### config.mk
export PLATFORM = sky130hd
export DESIGN_NAME = roi_history_smoother_top
export DESIGN_NICKNAME = d
export VERILOG_FILES = /design/src/rtl/roihs_pkg.sv /design/src/rtl/roi_history_smoother_top.sv
export SDC_FILE = /design/constraint.sdc
export NUM_CORES = 1
export LEC_CHECK = 0
export BUFFER_PORTS_ARGS = -buffer_cell sky130_fd_sc_hd__clkbuf_2
export CORE_UTILIZATION = 35
export CTS_CLUSTER_DIAMETER = 50
export DETAILED_ROUTE_END_ITERATION = 16
export PLACE_DENSITY_LB_ADDON = 0.1
export SKIP_CTS_REPAIR_TIMING = 1
export SYNTH_ARGS = -nofsm -noshare
export SYNTH_HDL_FRONTEND = slang
export SYNTH_SLANG_ARGS = --single-unit
### constraint.sdc
create_clock -name i_clk -period 10.4 [get_ports i_clk]
set_input_delay 0.52 -clock i_clk [delete_from_list [all_inputs] [get_ports i_clk]]
set_output_delay 0.52 -clock i_clk [all_outputs]
set_load 0.02 [all_outputs]
### src/rtl/roihs_pkg.sv
`timescale 1ns / 1ps

package roihs_pkg;

    localparam int FIELD_W        = 12;
    localparam int NUM_FIELDS     = 4;
    localparam int FIELD_IDX_W    = $clog2(NUM_FIELDS);
    localparam int BIT_CNT_W      = $clog2(FIELD_W);
    localparam int ITEM_W         = FIELD_W * NUM_FIELDS;
    localparam int RING_DEPTH_DEF = 8;

    typedef enum logic [2:0] {
        S_IDLE,
        S_SUM,
        S_LOAD,
        S_DIV,
        S_OUT
    } t_state;

endpackage

### src/rtl/roi_history_smoother_top.sv
`timescale 1ns / 1ps

// Region-of-interest smoother. Each item on the slave stream carries one region
// (x, y, w, h; 12 bits each). The region is written into a history ring of the
// last RING_DEPTH regions, and each field of the new smoothed region is the
// previous smoothed value plus the sum over the stored regions, divided by the
// number of stored regions plus one, truncated. One item on the master stream
// carries that smoothed region.
// Flow: s_axis_tready is high only while the block is idle. After an item is
// accepted the history walk reads the N stored regions (N = stored regions, one
// ring read per cycle), then one shared restoring divider produces the four
// fields one after another (one quotient bit per cycle after a load step per
// field), and the result then moves into the output register. Only then does
// the block return to idle, so the next item is accepted only once the result
// of the last one is in the output register.
// The result stays on m_axis_tdata with m_axis_tvalid high until the receiver
// takes it. The next item is accepted and processed meanwhile; its result waits
// inside, with s_axis_tready low, until the output register is free.
// Reset clears the smoothed region to zero and empties the ring and the output
// register; the ring storage itself needs no clearing pass.
module roi_history_smoother_top #(
    parameter int RING_DEPTH = roihs_pkg::RING_DEPTH_DEF
) (
    input  logic                        i_clk,
    input  logic                        i_rst_n,
    input  logic                        s_axis_tvalid,
    output logic                        s_axis_tready,
    // roi_x [11:0], roi_y [23:12], roi_w [35:24], roi_h [47:36]
    input  logic [roihs_pkg::ITEM_W-1:0] s_axis_tdata,
    output logic                        m_axis_tvalid,
    input  logic                        m_axis_tready,
    // smooth_x [11:0], smooth_y [23:12], smooth_w [35:24], smooth_h [47:36]
    output logic [roihs_pkg::ITEM_W-1:0] m_axis_tdata
);

    import roihs_pkg::*;

    localparam int CNT_W = $clog2(RING_DEPTH + 1);
    localparam int PTR_W = (RING_DEPTH > 1) ? $clog2(RING_DEPTH) : 1;
    localparam int DIV_W = $clog2(RING_DEPTH + 2);
    localparam int SUM_W = FIELD_W + DIV_W;

    t_state                 r_state, n_state;
    logic [CNT_W-1:0]       r_fill, n_fill;
    logic [PTR_W-1:0]       r_wptr, n_wptr;
    logic [CNT_W-1:0]       r_idx, n_idx;
    logic                   r_rd_vld, n_rd_vld;
    logic [ITEM_W-1:0]      r_rd_data;
    logic [SUM_W-1:0]       r_acc [NUM_FIELDS];
    logic [SUM_W-1:0]       n_acc [NUM_FIELDS];
    logic [FIELD_W-1:0]     r_smooth [NUM_FIELDS];
    logic [FIELD_W-1:0]     n_smooth [NUM_FIELDS];
    logic [FIELD_IDX_W-1:0] r_field, n_field;
    logic [BIT_CNT_W-1:0]   r_bit, n_bit;
    logic [DIV_W-1:0]       r_rem, n_rem;
    logic [FIELD_W-1:0]     r_quo, n_quo;
    logic                   r_out_vld, n_out_vld;
    logic [ITEM_W-1:0]      r_out_data;

    logic [ITEM_W-1:0]      r_ring [RING_DEPTH];

    logic                   w_accept;
    logic                   w_rd_en;
    logic                   w_out_load;
    logic [ITEM_W-1:0]      w_smooth_flat;
    logic [DIV_W-1:0]       w_div;
    logic [DIV_W:0]         w_part;
    logic [DIV_W+1:0]       w_diff;

    assign w_accept      = s_axis_tvalid && s_axis_tready;
    assign w_div         = DIV_W'(r_fill) + DIV_W'(1);
    assign w_part        = {r_rem, r_quo[FIELD_W-1]};
    assign w_diff        = {1'b0, w_part} - (DIV_W + 2)'(w_div);
    assign m_axis_tvalid = r_out_vld;
    assign m_axis_tdata  = r_out_data;

    always_ff @(posedge i_clk) begin
        if (w_accept) begin
            r_ring[r_wptr] <= s_axis_tdata;
        end
        if (w_rd_en) begin
            r_rd_data <= r_ring[r_idx[PTR_W-1:0]];
        end
    end

    always_comb begin
        n_state    = r_state;
        n_fill     = r_fill;
        n_wptr     = r_wptr;
        n_idx      = r_idx;
        n_rd_vld   = 1'b0;
        n_acc      = r_acc;
        n_smooth   = r_smooth;
        n_field    = r_field;
        n_bit      = r_bit;
        n_rem      = r_rem;
        n_quo      = r_quo;
        n_out_vld  = r_out_vld && !m_axis_tready;
        w_rd_en    = 1'b0;
        w_out_load = 1'b0;
        s_axis_tready = 1'b0;

        unique case (r_state)
            S_IDLE: begin
                s_axis_tready = 1'b1;
                if (s_axis_tvalid) begin
                    n_wptr = (r_wptr == PTR_W'(RING_DEPTH - 1)) ? '0 : r_wptr + PTR_W'(1);
                    if (r_fill != CNT_W'(RING_DEPTH)) begin
                        n_fill = r_fill + CNT_W'(1);
                    end
                    for (int f = 0; f < NUM_FIELDS; f++) begin
                        n_acc[f] = SUM_W'(r_smooth[f]);
                    end
                    n_idx   = '0;
                    n_state = S_SUM;
                end
            end
            S_SUM: begin
                if (r_idx != r_fill) begin
                    w_rd_en  = 1'b1;
                    n_rd_vld = 1'b1;
                    n_idx    = r_idx + CNT_W'(1);
                end
                if (r_rd_vld) begin
                    for (int f = 0; f < NUM_FIELDS; f++) begin
                        n_acc[f] = r_acc[f] + SUM_W'(r_rd_data[f*FIELD_W +: FIELD_W]);
                    end
                end
                if ((r_idx == r_fill) && !r_rd_vld) begin
                    n_field = '0;
                    n_state = S_LOAD;
                end
            end
            S_LOAD: begin
                n_rem   = r_acc[r_field][SUM_W-1:FIELD_W];
                n_quo   = r_acc[r_field][FIELD_W-1:0];
                n_bit   = '0;
                n_state = S_DIV;
            end
            S_DIV: begin
                if (w_diff[DIV_W+1]) begin
                    n_rem = w_part[DIV_W-1:0];
                    n_quo = {r_quo[FIELD_W-2:0], 1'b0};
                end else begin
                    n_rem = w_diff[DIV_W-1:0];
                    n_quo = {r_quo[FIELD_W-2:0], 1'b1};
                end
                n_bit = r_bit + BIT_CNT_W'(1);
                if (r_bit == BIT_CNT_W'(FIELD_W - 1)) begin
                    n_smooth[r_field] = n_quo;
                    if (r_field == FIELD_IDX_W'(NUM_FIELDS - 1)) begin
                        n_state = S_OUT;
                    end else begin
                        n_field = r_field + FIELD_IDX_W'(1);
                        n_state = S_LOAD;
                    end
                end
            end
            S_OUT: begin
                if (!r_out_vld || m_axis_tready) begin
                    w_out_load = 1'b1;
                    n_out_vld  = 1'b1;
                    n_state    = S_IDLE;
                end
            end
            default: begin
                n_state = S_IDLE;
            end
        endcase
    end

    always_ff @(posedge i_clk) begin
        if (!i_rst_n) begin
            r_state   <= S_IDLE;
            r_fill    <= '0;
            r_wptr    <= '0;
            r_idx     <= '0;
            r_rd_vld  <= 1'b0;
            r_field   <= '0;
            r_bit     <= '0;
            r_out_vld <= 1'b0;
            for (int f = 0; f < NUM_FIELDS; f++) begin
                r_smooth[f] <= '0;
            end
        end else begin
            r_state   <= n_state;
            r_fill    <= n_fill;
            r_wptr    <= n_wptr;
            r_idx     <= n_idx;
            r_rd_vld  <= n_rd_vld;
            r_field   <= n_field;
            r_bit     <= n_bit;
            r_out_vld <= n_out_vld;
            r_smooth  <= n_smooth;
        end
    end

    always_ff @(posedge i_clk) begin
        r_acc <= n_acc;
        r_rem <= n_rem;
        r_quo <= n_quo;
        if (w_out_load) begin
            r_out_data <= w_smooth_flat;
        end
    end

    always_comb begin
        for (int f = 0; f < NUM_FIELDS; f++) begin
            w_smooth_flat[f*FIELD_W +: FIELD_W] = r_smooth[f];
        end
    end

    a_out_hold: assert property (@(posedge i_clk) disable iff (!i_rst_n)
        (m_axis_tvalid && !m_axis_tready) |=> (m_axis_tvalid && $stable(m_axis_tdata)))
        else $error("pending result dropped or changed");

    a_fill_range: assert property (@(posedge i_clk) disable iff (!i_rst_n)
        r_fill <= CNT_W'(RING_DEPTH))
        else $error("fill count beyond ring depth");

    a_ptr_tracks_fill: assert property (@(posedge i_clk) disable iff (!i_rst_n)
        (r_fill != CNT_W'(RING_DEPTH)) |-> (CNT_W'(r_wptr) == r_fill))
        else $error("write pointer out of step with fill count");

    a_accept_to_sum: assert property (@(posedge i_clk) disable iff (!i_rst_n)
        w_accept |=> (r_state == S_SUM))
        else $error("accepted item did not start the history walk");

    a_rem_below_div: assert property (@(posedge i_clk) disable iff (!i_rst_n)
        (r_state == S_DIV) |-> (r_rem < w_div))
        else $error("partial remainder not below divisor");

endmodule

## Yosys cells after proc, flatten, opt, wreduce, memory -nomap -nowiden

Memory sizes are Yosys's and may differ from the RTL's. A register that Yosys moved wholly into a read port is not among the register bits.
Index checks and enable logic that the tools add are counted.

- Divide/modulo/power cells: 0
- Equal/unequal tests: 17
- Reductions and logical operators: 19
- Bitwise logic cells: 1
- Mux-type cells: 38
- $mul: 0
- Add/subtract/negate cells: 10
- Magnitude comparators: 2
- Shift-type cells: 0

Operator list:

| operator | count |
|---|---|
| $mux 64 | 2 |
| $pmux 64 s2 | 1 |
| $add 16x12->16 | 4 |
| $bwmux 48 | 1 |
| $bmux 16 s2 | 1 |
| $mux 16 | 2 |
| $demux 12 s2 | 1 |
| $mux 12 | 2 |
| $pmux 12 s2 | 1 |
| $pmux 4 s2 | 3 |
| $mux 3 | 6 |
| $pmux 3 s5 | 1 |
| $ne 2x2->1 const B | 7 |
| $add 4x1->4 const B | 3 |
| $mux 4 | 3 |
| $mux 1 | 10 |
| $reduce_and 3->1 | 3 |
| $reduce_and 4->1 | 2 |
| $eq 3x2->1 const B | 2 |
| $eq 3x3->1 const B | 2 |
| $mux 2 | 3 |
| $reduce_bool 2->1 | 3 |
| $sub 5x4->6 | 1 |
| $eq 4x4->1 | 1 |
| other kinds (16) | 22 |

- Memories kept: 1
- Register bits after elaboration: 198
- Bits of input ports: 52
- Bits in read-only memories: 0
- Logic and storage cells: 107
- RAM bits: 384
- Bits in latches: 0

Memory list:

| name | depth | width | read ports | clocked after Yosys merged registers in | wr ports | RTL line | source |
|---|---|---|---|---|---|---|---|
| r_ring | 8 | 48 | 1 | 1 | 1 | roi_history_smoother_top.sv:60 | `logic [ITEM_W-1:0] r_ring [RING_DEPTH];` |

## Depth between registers and ports, before layout

Gate-level depths: netlist (run 1).

- Word-level depth: 6
- Gate-level depth with buffers: 10
- Gate-level depth less buffers: 10

## Least setup slack after synthesis (run 1)

No wires, ideal clock.

- Path kind: register to register
- Start point: reg r_state[2]
- End point: mem r_ring[2][0] (netlist name) (enable)
- Data required time: 9.810 ns
- Period minus slack after synthesis: 7.005 ns
- Setup slack: 3.395 ns
- Stages on the path, launching flop included: 5
- Data arrival time: 6.415 ns
- Setup time: 0.590 ns
- Path buffers: 1
- Cell sequence: dfxtp_1 > buf_2 > nor3_1 > nand2_1 > nor4b_1

- Word-level cells in the longest chain between the ends: 5

RTL lines:

| item | RTL line | source |
|---|---|---|
| start: declaration | roi_history_smoother_top.sv:43 | `t_state r_state, n_state;` |
| start signal: assignment | roi_history_smoother_top.sv:186 | `r_state <= n_state;` |
| $logic_not 3->1 | roi_history_smoother_top.sv:103 | `unique case (r_state)` |
| $mux 1 | roi_history_smoother_top.sv:103 |  |
| net s_axis_tready | roi_history_smoother_top.sv:27 | `output logic s_axis_tready,` |
| $logic_and 1x1->1 | roi_history_smoother_top.sv:70 | `assign w_accept = s_axis_tvalid && s_axis_tready;` |
| $mux 1 | roi_history_smoother_top.sv:78 | `if (w_accept) begin` |
| $mux 1 (implied by the code) | roi_history_smoother_top.sv:79 | `r_ring[r_wptr] <= s_axis_tdata;` |
| end: declaration | roi_history_smoother_top.sv:60 |  |

The timed path passes the listed nets, and every way through them passes these cells.

## Worst setup path after layout (run 1)

- Start point: reg r_state[2]
- End point: mem r_ring[3][6] (netlist name) (enable)

- Word-level cells in the longest chain between the ends: 5

RTL lines:

| item | RTL line |
|---|---|
| $logic_not 3->1 | roi_history_smoother_top.sv:103 |
| $mux 1 | roi_history_smoother_top.sv:103 |
| $logic_and 1x1->1 | roi_history_smoother_top.sv:70 |
| $mux 1 | roi_history_smoother_top.sv:78 |
| $mux 1 (implied by the code) | roi_history_smoother_top.sv:79 |

Every way passes these cells.

==> results.json, run 1 <==
{
  "drive_gt1_share_pct": 24.2,
  "maxSlewViolCount": 0,
  "wire_per_inst_um": 23.6,
  "fmax_mhz": 326,
  "n_antenna_cell": 0,
  "fin_crit_sh_pct": 29.5,
  "grt-ovfl-total": 0,
  "clkSinkCount": 630,
  "fp.dieW_um": 278,
  "synth_warnings": 0,
  "grt_pass1_wl_um": 99800,
  "cts-root-buf": "clkbuf_16",
  "finClkSkew_ps": 26.9,
  "hold_depth": 1,
  "vias_per_cell": 5.15,
  "hp-class": "in -> reg",
  "antenna_found_initial": 2,
  "power.leakage_nw": 10.4,
  "dr.pass1.iters": 5,
  "final_cells": 2835,
  "path_class": "reg -> reg",
  "dpl.hpwl_um": 42500,
  "cap_violations": 0,
  "synth_area_sq_um": 26600,
  "dieArea_sq_um": 77000,
  "async_reset_ff_share_pct": 0,
  "core_area_sq_um": 74800,
  "syn-instance-count": 1662,
  "syn_nets": 1781,
  "totalPowerFinal_mw": 6.55,
  "htreeDepth": 3,
  "clk_latency_ps": 630,
  "synth_edf_count": 560,
  "grt_pass1_vias": 15062,
  "utilization_pct": 41.4,
  "cpPeakStageDelay_ps": 730,
  "worstSetupEndpointType": "register",
  "cp.arrival_ps": 3310,
  "crit_chain": "nor3_1 -> and2_1 -> nand2_1 -> nor3b_2 -> buf_4",
  "post-route-min-period_ps": 3070,
  "layout_commonest_cell": "edfxtp_1",
  "drt.antenna.violating_nets": 0,
  "nets": 1916,
  "start_kind": "register",
  "die_h_um": 278,
  "io_pins": 102,
  "io_buffers": 101,
  "syn_avg_cell_area_sq_um": 16.0,
  "cellPowerDensity_nw_per_um2": 211,
  "timing.hold.ws_ps": 181,
  "setup_viol": 0,
  "ys_seq_area_share_pct": 68.6,
  "start_util_pct": 35.5,
  "ys_types": 69,
  "worst_slew_pin_slew_ps": 1110,
  "clk_pin_slew_ps": 60,
  "mostFrequentLayoutCells": "edfxtp_1, nand2_1, mux4_2",
  "relSlewSlack_pct": 25.9,
  "dp.cells": 2681,
  "drc_errors": 0,
  "grt_max_degree": 73,
  "synthToLayoutAreaGrowth_pct": 16.7,
  "peakVddDrop_v": 0.000110,
  "hold_viol": 0,
  "rsz0062_at_grt": "false",
  "gp_congestion": 0.884,
  "cp_slowest_cell": "buf_4",
  "rows": 100,
  "crit_required_ps": 10640,
  "critical_path.max_fanout": 44,
  "synth_seq_cells": 630,
  "reg2reg_depth": 5,
  "synth-main-ff-cell": "edfxtp_1",
  "cts_tree": "built",
  "outcome": "finished clean",
  "globalRouteTotalUtil_pct": 17.7,
  "clock_path_buffers": 3,
  "vias": 14592,
  "finalSetupTns_ps": 0,
  "initialDrtViolationCount": 1117,
  "cts_made_buffers": 83,
  "finalWirelength_um": 66900
}
-- cell families (layout without fill, tap and decap cells) --
kind of cell	after synthesis	count (layout)	share of synthesized area, %
AO/OA/AOI/OAI	266	266	6.76
XOR/XNOR	44	44	1.45
adder cells (fa/ha/maj)	67	67	3.30
buffers and inverters	106	310	1.73
flip-flops	630	630	68.6
multiplexers	169	169	11.9
AND/OR/NAND/NOR	380	380	6.32
-- sequential cells by signal (all words and copies together) (netlist names) --
| signal | flops |
|---|---|
| r_rd_data | 48 |
| r_ring | 384 |
| r_quo | 12 |
| r_acc | 64 |
| m_axis_tdata | 48 |
| r_rem | 4 |
| r_bit | 4 |
| r_rd_vld | 1 |
| r_wptr | 3 |
| r_fill | 4 |
| r_smooth | 48 |
| m_axis_tvalid | 1 |
| r_idx | 4 |
| r_field | 2 |
| r_state | 3 |
-- Yosys cell counts (3+ instances only) --
library cell,n,area (sq um)
o21bai_1,6,45.0
ha_1,62,776
nand2b_1,6,37.5
and2_1,11,68.8
a21o_1,14,105
o211ai_1,7,52.6
mux4_2,112,2520
mux2i_1,9,90.1
a21boi_0,52,390
a211oi_1,16,120
nor2_1,37,139
buf_1,8,30.0
fa_1,5,100
nand2_1,237,890
nor4_1,3,18.8
or3_1,3,18.8
nand4_1,6,37.5
o21ai_0,75,375
xor2_1,22,193
buf_4,4,30.0
nor3_1,14,70.1
xnor2_1,22,193
a31oi_1,6,37.5
edfxtp_1,560,16800
buf_2,23,115
o311ai_0,3,26.3
o31ai_1,6,45.0
mux2_2,48,541
or2_2,4,25.0
nand3_1,20,100
o211a_1,8,80.1
inv_1,29,109
a21oi_1,34,170
nor2b_1,10,62.6
o21a_1,13,97.6
dfxtp_1,70,1400
clkbuf_1,39,146
and3_1,16,100
-- per-stage QoR --
| stage | area [sq um] | worst slack [ps] |
|---|---|---|
| floorplan | 26600 | 3400 |
| global placement | 28200 | 7380 |
| detailed placement | 28200 | 7310 |
| CTS | 31000 | 7270 |
| global route | 31000 | 7130 |
| finish | 31000 | 7330 |
-- layout make-up --
cell class              instances  area, sq um
multi-input cells             926         7950
clock inverters                57          602
well taps                     969         1210
flip-flops and latches        630        18200
clock buffers                  97         2210
inverters                      29          109
fillers                      6738        43800
repair buffers                127          701
-- report_power, final --
group          switching [mW]  internal, mW  leakage (nW)  total [mW]
sequential              0.100          2.90          5.69        3.00
clock                    1.14          1.75          1.37        2.89
combinational           0.382         0.280          3.36       0.662
total                    1.62          4.93          10.4        6.55
-- metal layers --
metal | up-vias | share of wire, % | track usage, %
met5 | - | 0.025 | 0
met3 | 93 | 4.5 | 3.37
met2 | 315 | 47 | 28.2
li1 | 6755 | - | -
met1 | 7427 | 46 | 24.1
met4 | 2 | 2.5 | 5.88
-- worst max-delay path, delay by kind of cell (launching register included) --
| family | cells | cell delay, ps |
|---|---|---|
| simple gates | 4 | 1450 |
| buf+inv | 1 | 730 |
| flops | 1 | 420 |
-- worst paths after layout --
| check | startpoint | endpoint | slack, ps |
|---|---|---|---|
| hold reg to reg | r_smooth[18] | m_axis_tdata[30] | 470 |
| hold / removal | s_axis_tdata[3] | r_ring[6][3] | 180 |
| setup / recovery | r_state[2] | r_ring[3][6] | 7330 |
| setup reg to reg | r_state[2] | r_ring[3][6] | 7330 |
Power figures use the tool's default switching activity.
==> inputs of run 2 (changes only) <==
==> constraint.sdc (replaced) <==
create_clock -name i_clk -period 2.5 [get_ports i_clk]
set_input_delay 0.125 -clock i_clk [delete_from_list [all_inputs] [get_ports i_clk]]
set_output_delay 0.125 -clock i_clk [all_outputs]
set_load 0.02 [all_outputs]
==> run 2 against run 1 <==
First-iteration DRC count shrank 33%. Clock power grew to 4.2 times the previous value. Hold slack lost 200 ps. Sequential share of layout area shrank 2.7 points. Routed wire length shrank 1.1%. The run now ends with hold timing left. Non-clock buffer count grew 111. Highest routed layer is now met4. Final cell count grew 4.1%. Utilization grew 2.0 points. Sequential power grew to 4.1 times the previous value. Maximum frequency grew 26%. Die area is the same. Critical path depth grew 3.
==> results.json, run 2 (synthesized netlist as in run 1, its figures left out) <==
{
  "largestRegisters": "r_ring (384), r_acc (64)",
  "r2r_setup_slack_ps": 70,
  "core_area_sq_um": 74800,
  "grt_pass1_vias": 15199,
  "endpoint": "r_acc[56]",
  "finClkSkew_ps": 29.4,
  "peakVddDrop_v": 0.000447,
  "fill_cells": 6669,
  "post-route-min-period_ps": 2430,
  "swShare_pct": 24.7,
  "power_frac_comb_pct": 11.5,
  "layout_commonest_cell": "edfxtp_1",
  "cts-root-buf": "clkbuf_16",
  "design_area_sq_um": 32500,
  "largest_reg_flops": 384,
  "synthToLayoutAreaGrowth_pct": 22.4,
  "cts_made_buffers": 85,
  "initialDrtViolationCount": 748,
  "wl_met2_um": 31100,
  "cellPowerDensity_nw_per_um2": 850,
  "wl_met3_um": 2620,
  "cts_tree": "built",
  "fmax_mhz": 412,
  "cp.arrival_ps": 2780,
  "rows": 100,
  "crit_start": "r_acc[48]",
  "crit_chain": "ha_2 -> fa_2 -> a211oi_2 -> o21bai_2 -> o41ai_4 -> buf_4 -> xor2_1 -> o21ai_0",
  "io_pins": 102,
  "p_clk_share_pct": 43.6,
  "dieArea_sq_um": 77000,
  "met1_length_um": 31000,
  "worst_slew_pin_slew_ps": 763,
  "drt.antenna.violating_nets": 0,
  "drc_errors": 0,
  "place_area_sq_um": 29100,
  "clk_latency_ps": 630,
  "path_depth": 8,
  "dr.pass1.iters": 5,
  "drive_gt1_share_pct": 26.9,
  "io_buffers": 101,
  "rsz0062_at_grt": "true",
  "cpPeakStageDelay_ps": 390,
  "cpLargestDelayFamily": "compound AO/OA/AOI/OAI gates",
  "seqCellArea_sq_um": 18200,
  "relSlewSlack_pct": 49.2,
  "failed_checks": "hold timing",
  "clkSinkCount": 630,
  "globalRouteTotalUtil_pct": 17.3,
  "dpl.hpwl_um": 44400,
  "sequentialPowerShare_pct": 44.9,
  "grt-ovfl-total": 0,
  "reg2reg_depth": 8,
  "routed.top_layer": "met4",
  "setup_viol": 0,
  "grt_pass1_wl_um": 99500,
  "max_flop_register": "r_ring",
  "totalPowerFinal_mw": 27.6,
  "utilization_pct": 43.5,
  "place_ws_ps": -52.8,
  "cp_slowest_cell": "edfxtp_1",
  "wire_per_inst_um": 22.4,
  "multiInputGateArea_sq_um": 8110,
  "cap_violations": 0,
  "fp.dieW_um": 278,
  "antenna_found_initial": 2,
  "hp-class": "in -> reg",
  "timing.hold.ws_ps": -21.5,
  "hold_viol": 1,
  "start_util_pct": 35.5,
  "switchingPower_mw": 6.83,
  "power.leakage_nw": 11.0,
  "fin_crit_sh_pct": 97.1,
  "worstSetupEndpointType": "register",
  "outcome": "complete, but fails checks",
  "crit_buf_inv": 1,
  "die_h_um": 278,
  "rr_endpoint": "r_acc[56]",
  "p_int_mw": 20.8,
  "crit_required_ps": 2850,
  "htreeDepth": 3,
  "vias": 14992,
  "finalWorstSetupSlack_ps": 71.3,
  "mostFrequentLayoutCells": "edfxtp_1, nand2_1, mux4_2",
  "finalWirelength_um": 66100,
  "nets": 2029,
  "maxSlewViolCount": 0,
  "critical_path.max_fanout": 3,
  "clock_path_buffers": 3,
  "gp_congestion": 0.841,
  "grt_max_degree": 92,
  "path_class": "reg -> reg",
  "start_kind": "register",
  "clk_pin_slew_ps": 60,
  "r2r-start": "r_acc[48]",
  "vias_per_cell": 5.08
}
-- run 2: metal layers --
metal	vias to the layer above	track usage, %
met3	104	3.39
met2	295	27.7
met5	-	0
met4	0	4.60
met1	7615	24.2
li1	6978	-
-- run 2: through the flow --
step	cells	TNS, ps
2_1_floorplan	1662	-111590
3_3_place_gp	2738	-7.05
3_5_place_dp	2738	-52.8
4_1_cts	2895	-92.2
5_1_grt	2949	-33.2
6_report	2950	0
-- run 2: worst register-to-register path: cells and delay by family, from the launching register on --
family	cells	cell delay (ps)
buf+inv	1	170
flops	1	390
fa+ha+maj	2	590
xor+xnor	1	150
compound gates	4	870
-- run 2: final cells by class --
type / count / share of cell area, %
inverters: 29 / 0.335
repair buffers: 238 / 6.17
clock buffers: 101 / 6.92
flip-flops and latches: 630 / 56.1
clock inverters: 56 / 1.82
multi-input cells: 926 / 25.0
well taps: 969 / 3.73
diodes: 1 / 0.00770
-- run 2: how the worst min path moves through the flow --
stage / start / to / slack (ps) / depth (start not counted)
6_report: s_axis_tvalid / r_state[0] / -20 / 4
5_1_grt: s_axis_tvalid / r_state[0] / 4 / 4
4_1_cts: s_axis_tdata[12] / r_ring[7][12] / -270 / 1
3_5_place_dp: s_axis_tdata[42] / r_ring[1][42] / 400 / 1
3_3_place_gp: s_axis_tdata[2] / r_ring[6][2] / 400 / 1
2_1_floorplan: s_axis_tdata[0] / r_ring[0][0] / 220 / 0
-- run 2: power groups by stage --
| stage | combinational, mW | clock [mW] | sequential, mW |
|---|---|---|---|
| after global routing | 3.52 | 12.8 | 12.5 |
| after CTS | 3.09 | 12.4 | 12.4 |
| final | 3.18 | 12.0 | 12.4 |
| after global placement | 3.06 | 0 | 12.6 |
| after floorplan | 2.14 | 0 | 12.4 |
| after detailed placement | 3.08 | 0 | 12.6 |
